File: config.mk
export PLATFORM = sky130hd
export DESIGN_NAME = mfps_cell
export DESIGN_NICKNAME = d
export VERILOG_FILES = /design/src/design/mfps_pkg.sv /design/src/design/mfps_cell.sv
export SDC_FILE = /design/constraint.sdc
export NUM_CORES = 1
export LEC_CHECK = 0
export BUFFER_PORTS_ARGS = -buffer_cell sky130_fd_sc_hd__buf_2
export CAP_MARGIN = 15
export CORE_UTILIZATION = 45
export DETAILED_ROUTE_END_ITERATION = 8
export HOLD_SLACK_MARGIN = 0.15
export PLACE_DENSITY_LB_ADDON = 0.05
export SLEW_MARGIN = 20
export SYNTH_ARGS = -nofsm -noshare
export SYNTH_HDL_FRONTEND = slang
export SYNTH_SLANG_ARGS = --single-unit
File: constraint.sdc
create_clock -name aclk -period 2.6 [get_ports aclk]
set_clock_uncertainty 0.2 [all_clocks]
set_input_delay 0.52 -clock aclk [delete_from_list [all_inputs] [get_ports aclk]]
set_output_delay 0.52 -clock aclk [all_outputs]
set_load 0.02 [all_outputs]
File: src/design/mfps_pkg.sv
package mfps_pkg;

    localparam int SUM_W      = 32;
    localparam int NUM_ROWS_W = 16;
    localparam int NUM_COLS_W = 9;
    localparam int CFG_DATA_W = 32;
    localparam int CFG_ADDR_W = 3;

    localparam logic [NUM_ROWS_W-1:0] NUM_ROWS_RST = NUM_ROWS_W'(4);
    localparam logic [NUM_COLS_W-1:0] NUM_COLS_RST = NUM_COLS_W'(4);

    localparam logic signed [SUM_W-1:0] SUM_MAX = {1'b0, {(SUM_W-1){1'b1}}};
    localparam logic signed [SUM_W-1:0] SUM_MIN = {1'b1, {(SUM_W-1){1'b0}}};

    // Register select, taken from paddr bit 2.
    typedef enum logic {
        REG_NUM_ROWS = 1'b0,
        REG_NUM_COLS = 1'b1
    } reg_sel_t;

    typedef logic signed [SUM_W-1:0] sum_t;

    // Broadcast to every cell of the row line.
    typedef struct packed {
        logic shift;
        sum_t sum;
    } cell_ctrl_t;

endpackage

File: src/design/mfps_cell.sv
module mfps_cell (
    input  logic               aclk,
    input  mfps_pkg::cell_ctrl_t ctrl,
    input  logic               is_tail,
    input  mfps_pkg::sum_t     neigh_in,
    output mfps_pkg::sum_t     val_out
);
    import mfps_pkg::*;

    sum_t val_reg;
    sum_t val_next;

    // The tail cell takes the fresh sum; every other cell takes its right neighbor.
    always_comb begin
        val_next = is_tail ? ctrl.sum : neigh_in;
    end

    always_ff @(posedge aclk) begin
        if (ctrl.shift) begin
            val_reg <= val_next;
        end
    end

    assign val_out = val_reg;

endmodule

==> results.json <==
{
  "synth-seq-cells": 32,
  "crit_type": "flip-flop to primary output",
  "wirelength_mm": 2.72,
  "multi_input_area_um2": 473,
  "ctsResizeCount": 0,
  "clock_sinks": 32,
  "grt_start_max_net_pins": 33,
  "gp_congestion": 0.658,
  "path_clk_slew_ps": 90,
  "antenna_cells": 0,
  "slew_headroom_pct": 54.3,
  "critPathMaxStageDelay_ps": 380,
  "layout-drive-gt1-share_pct": 80.6,
  "timing.setup.tns_ps": 0,
  "cts_setup_buffers": 0,
  "synthToLayoutAreaGrowth_pct": 35.9,
  "ys_types": 5,
  "overflow": 0,
  "initialDrtViolationCount": 30,
  "grt_pass1_vias": 885,
  "yosysSeqAreaShare_pct": 63.8,
  "synth_area_mm2": 0.00151,
  "critPathRequiredTime_ps": 1880,
  "worstSetupEndpointType": "primary output",
  "stdcell_area_mm2": 0.00205,
  "cts_root_buf": "clkbuf_4",
  "hold_buffers": 0,
  "path_buf_inv": 1,
  "nets": 237,
  "drcViolationCount": 0,
  "setup_viol": 0,
  "grt_first_pass_wirelength_mm": 3.91,
  "synth.area.top_cells": "edfxtp_1 64%, mux2_4 30%, buf_12 4.0%",
  "ff_latch_area_um2": 961,
  "drv_slew": 0,
  "largest_reg_flops": 32,
  "firstDrtPassIters": 4,
  "syn_area_per_cell_um2": 22.1,
  "antenna_found_initial": 0,
  "ctsHtreeMaxLevel": 2,
  "worstPathArrival_ps": 880,
  "syn_inst": 68,
  "die_x_um": 59.8,
  "drv_cap": 0,
  "timing.final.hold_violations": 0,
  "ioPinCount": 99,
  "via_count": 989,
  "synth_top_cell_by_area": "edfxtp_1",
  "power_density_mw_per_mm2": 552,
  "num_rows": 20,
  "synthesis.nets": 135,
  "slowest_stage": "edfxtp_1",
  "peakVddDrop_uv": 305,
  "rsz0062_at_grt": "no",
  "chipHeight_um": 59.8,
  "cts_buffer_depth": 2,
  "post_dp_cell_area_mm2": 0.00200,
  "drtAntennaViolNets": 0,
  "cts_tree": "done",
  "fmax_ghz": 0.626,
  "ys_async_sr_fraction_pct": 0,
  "power.leakage_uw": 0.000990,
  "grtUsageTotal_pct": 15.8,
  "worst_slew_pin_slew_ps": 685,
  "core_area_mm2": 0.00310,
  "avgViaCountPerCell": 4.62,
  "cp_max_fo": 1,
  "start_util_pct": 48.5,
  "critPathTopFamily": "flip-flops",
  "yosys-top-cells-count": "32 x edfxtp_1, 30 x mux2_4, 3 x buf_12",
  "ys.flop_type": "edfxtp_1",
  "status": "completed",
  "path_cells": "buf_2",
  "synth_edf_count": 32,
  "synth_top_cell_area_share_pct": 63.8,
  "wl_per_cell_um": 12.7,
  "num-fill-cells": 262,
  "fin_crit_sh_pct": 61.5,
  "cts_buffers": 5,
  "min_period_ps": 1600,
  "synth.most_common_cell": "edfxtp_1",
  "die-area_mm2": 0.00358,
  "hold_path.class": "input port to flip-flop",
  "yosysWarnings": 0,
  "worstSetupStartpointType": "flip-flop",
  "portBuffers": 98
}
==> layout by cell type (no fill, tap or decap) <==
cell / n
mux2_4: 30
mux2_2: 2
clkinv_2: 1
buf_2: 98
buf_12: 1
edfxtp_1: 32
clkbuf_1: 1
clkbuf_4: 5
==> layer usage <==
metal	up-vias	routed length [um]	track usage, %
met5	-	0	0
met4	0	65	7.97
met3	8	313	7.79
met2	63	1470	27.1
met1	449	876	15.6
li1	469	-	-
==> area by class of cell <==
| class | count | area share [%] |
|---|---|---|
| clock buffers | 6 | 2.02 |
| well taps | 44 | 2.69 |
| flip-flops and latches | 32 | 47.0 |
| multi-input cells | 32 | 23.1 |
| repair buffers | 99 | 25.0 |
| clock inverters | 1 | 0.245 |
==> power by group <==
| group | leakage [uW] | total (uW) | switching (uW) | internal, uW |
|---|---|---|---|---|
| combinational | 0.000649 | 243 | 120 | 124 |
| sequential | 0.000313 | 633 | 10.2 | 623 |
| clock | 0.0000281 | 253 | 154 | 99.4 |
| total | 0.000990 | 1130 | 284 | 846 |
==> metrics by stage <==
step | std cells | worst slack (ps) | util [%] | power, uW | hold WS (ps)
global placement | 207 | 919 | 64.4 | 884 | 620
detailed placement | 207 | 889 | 64.4 | 891 | 623
floorplan | 68 | 1080 | - | 795 | 432
global route | 214 | 946 | 65.9 | 1190 | 261
CTS | 214 | 966 | 65.9 | 1150 | 267
finish | 214 | 1000 | 65.9 | 1130 | 287
==> worst paths after layout <==
kind / depth (start not counted) / end / start / slack (ps)
worst max-delay path: 1 / val_out[21] / val_out[21]$_DFFE_PP_ / 1000
worst min-delay path: 2 / val_out[18]$_DFFE_PP_ / ctrl[18] / 290
==> kinds of logic (layout without fill, tap and decap cells) <==
logic type / Yosys count / after routing / share of synthesized area, %
multiplexers: 32 / 32 / 31.4
buffers and inverters: 4 / 106 / 4.74
flip-flops: 32 / 32 / 63.8
Note: power is estimated with default switching activity, not from simulation.
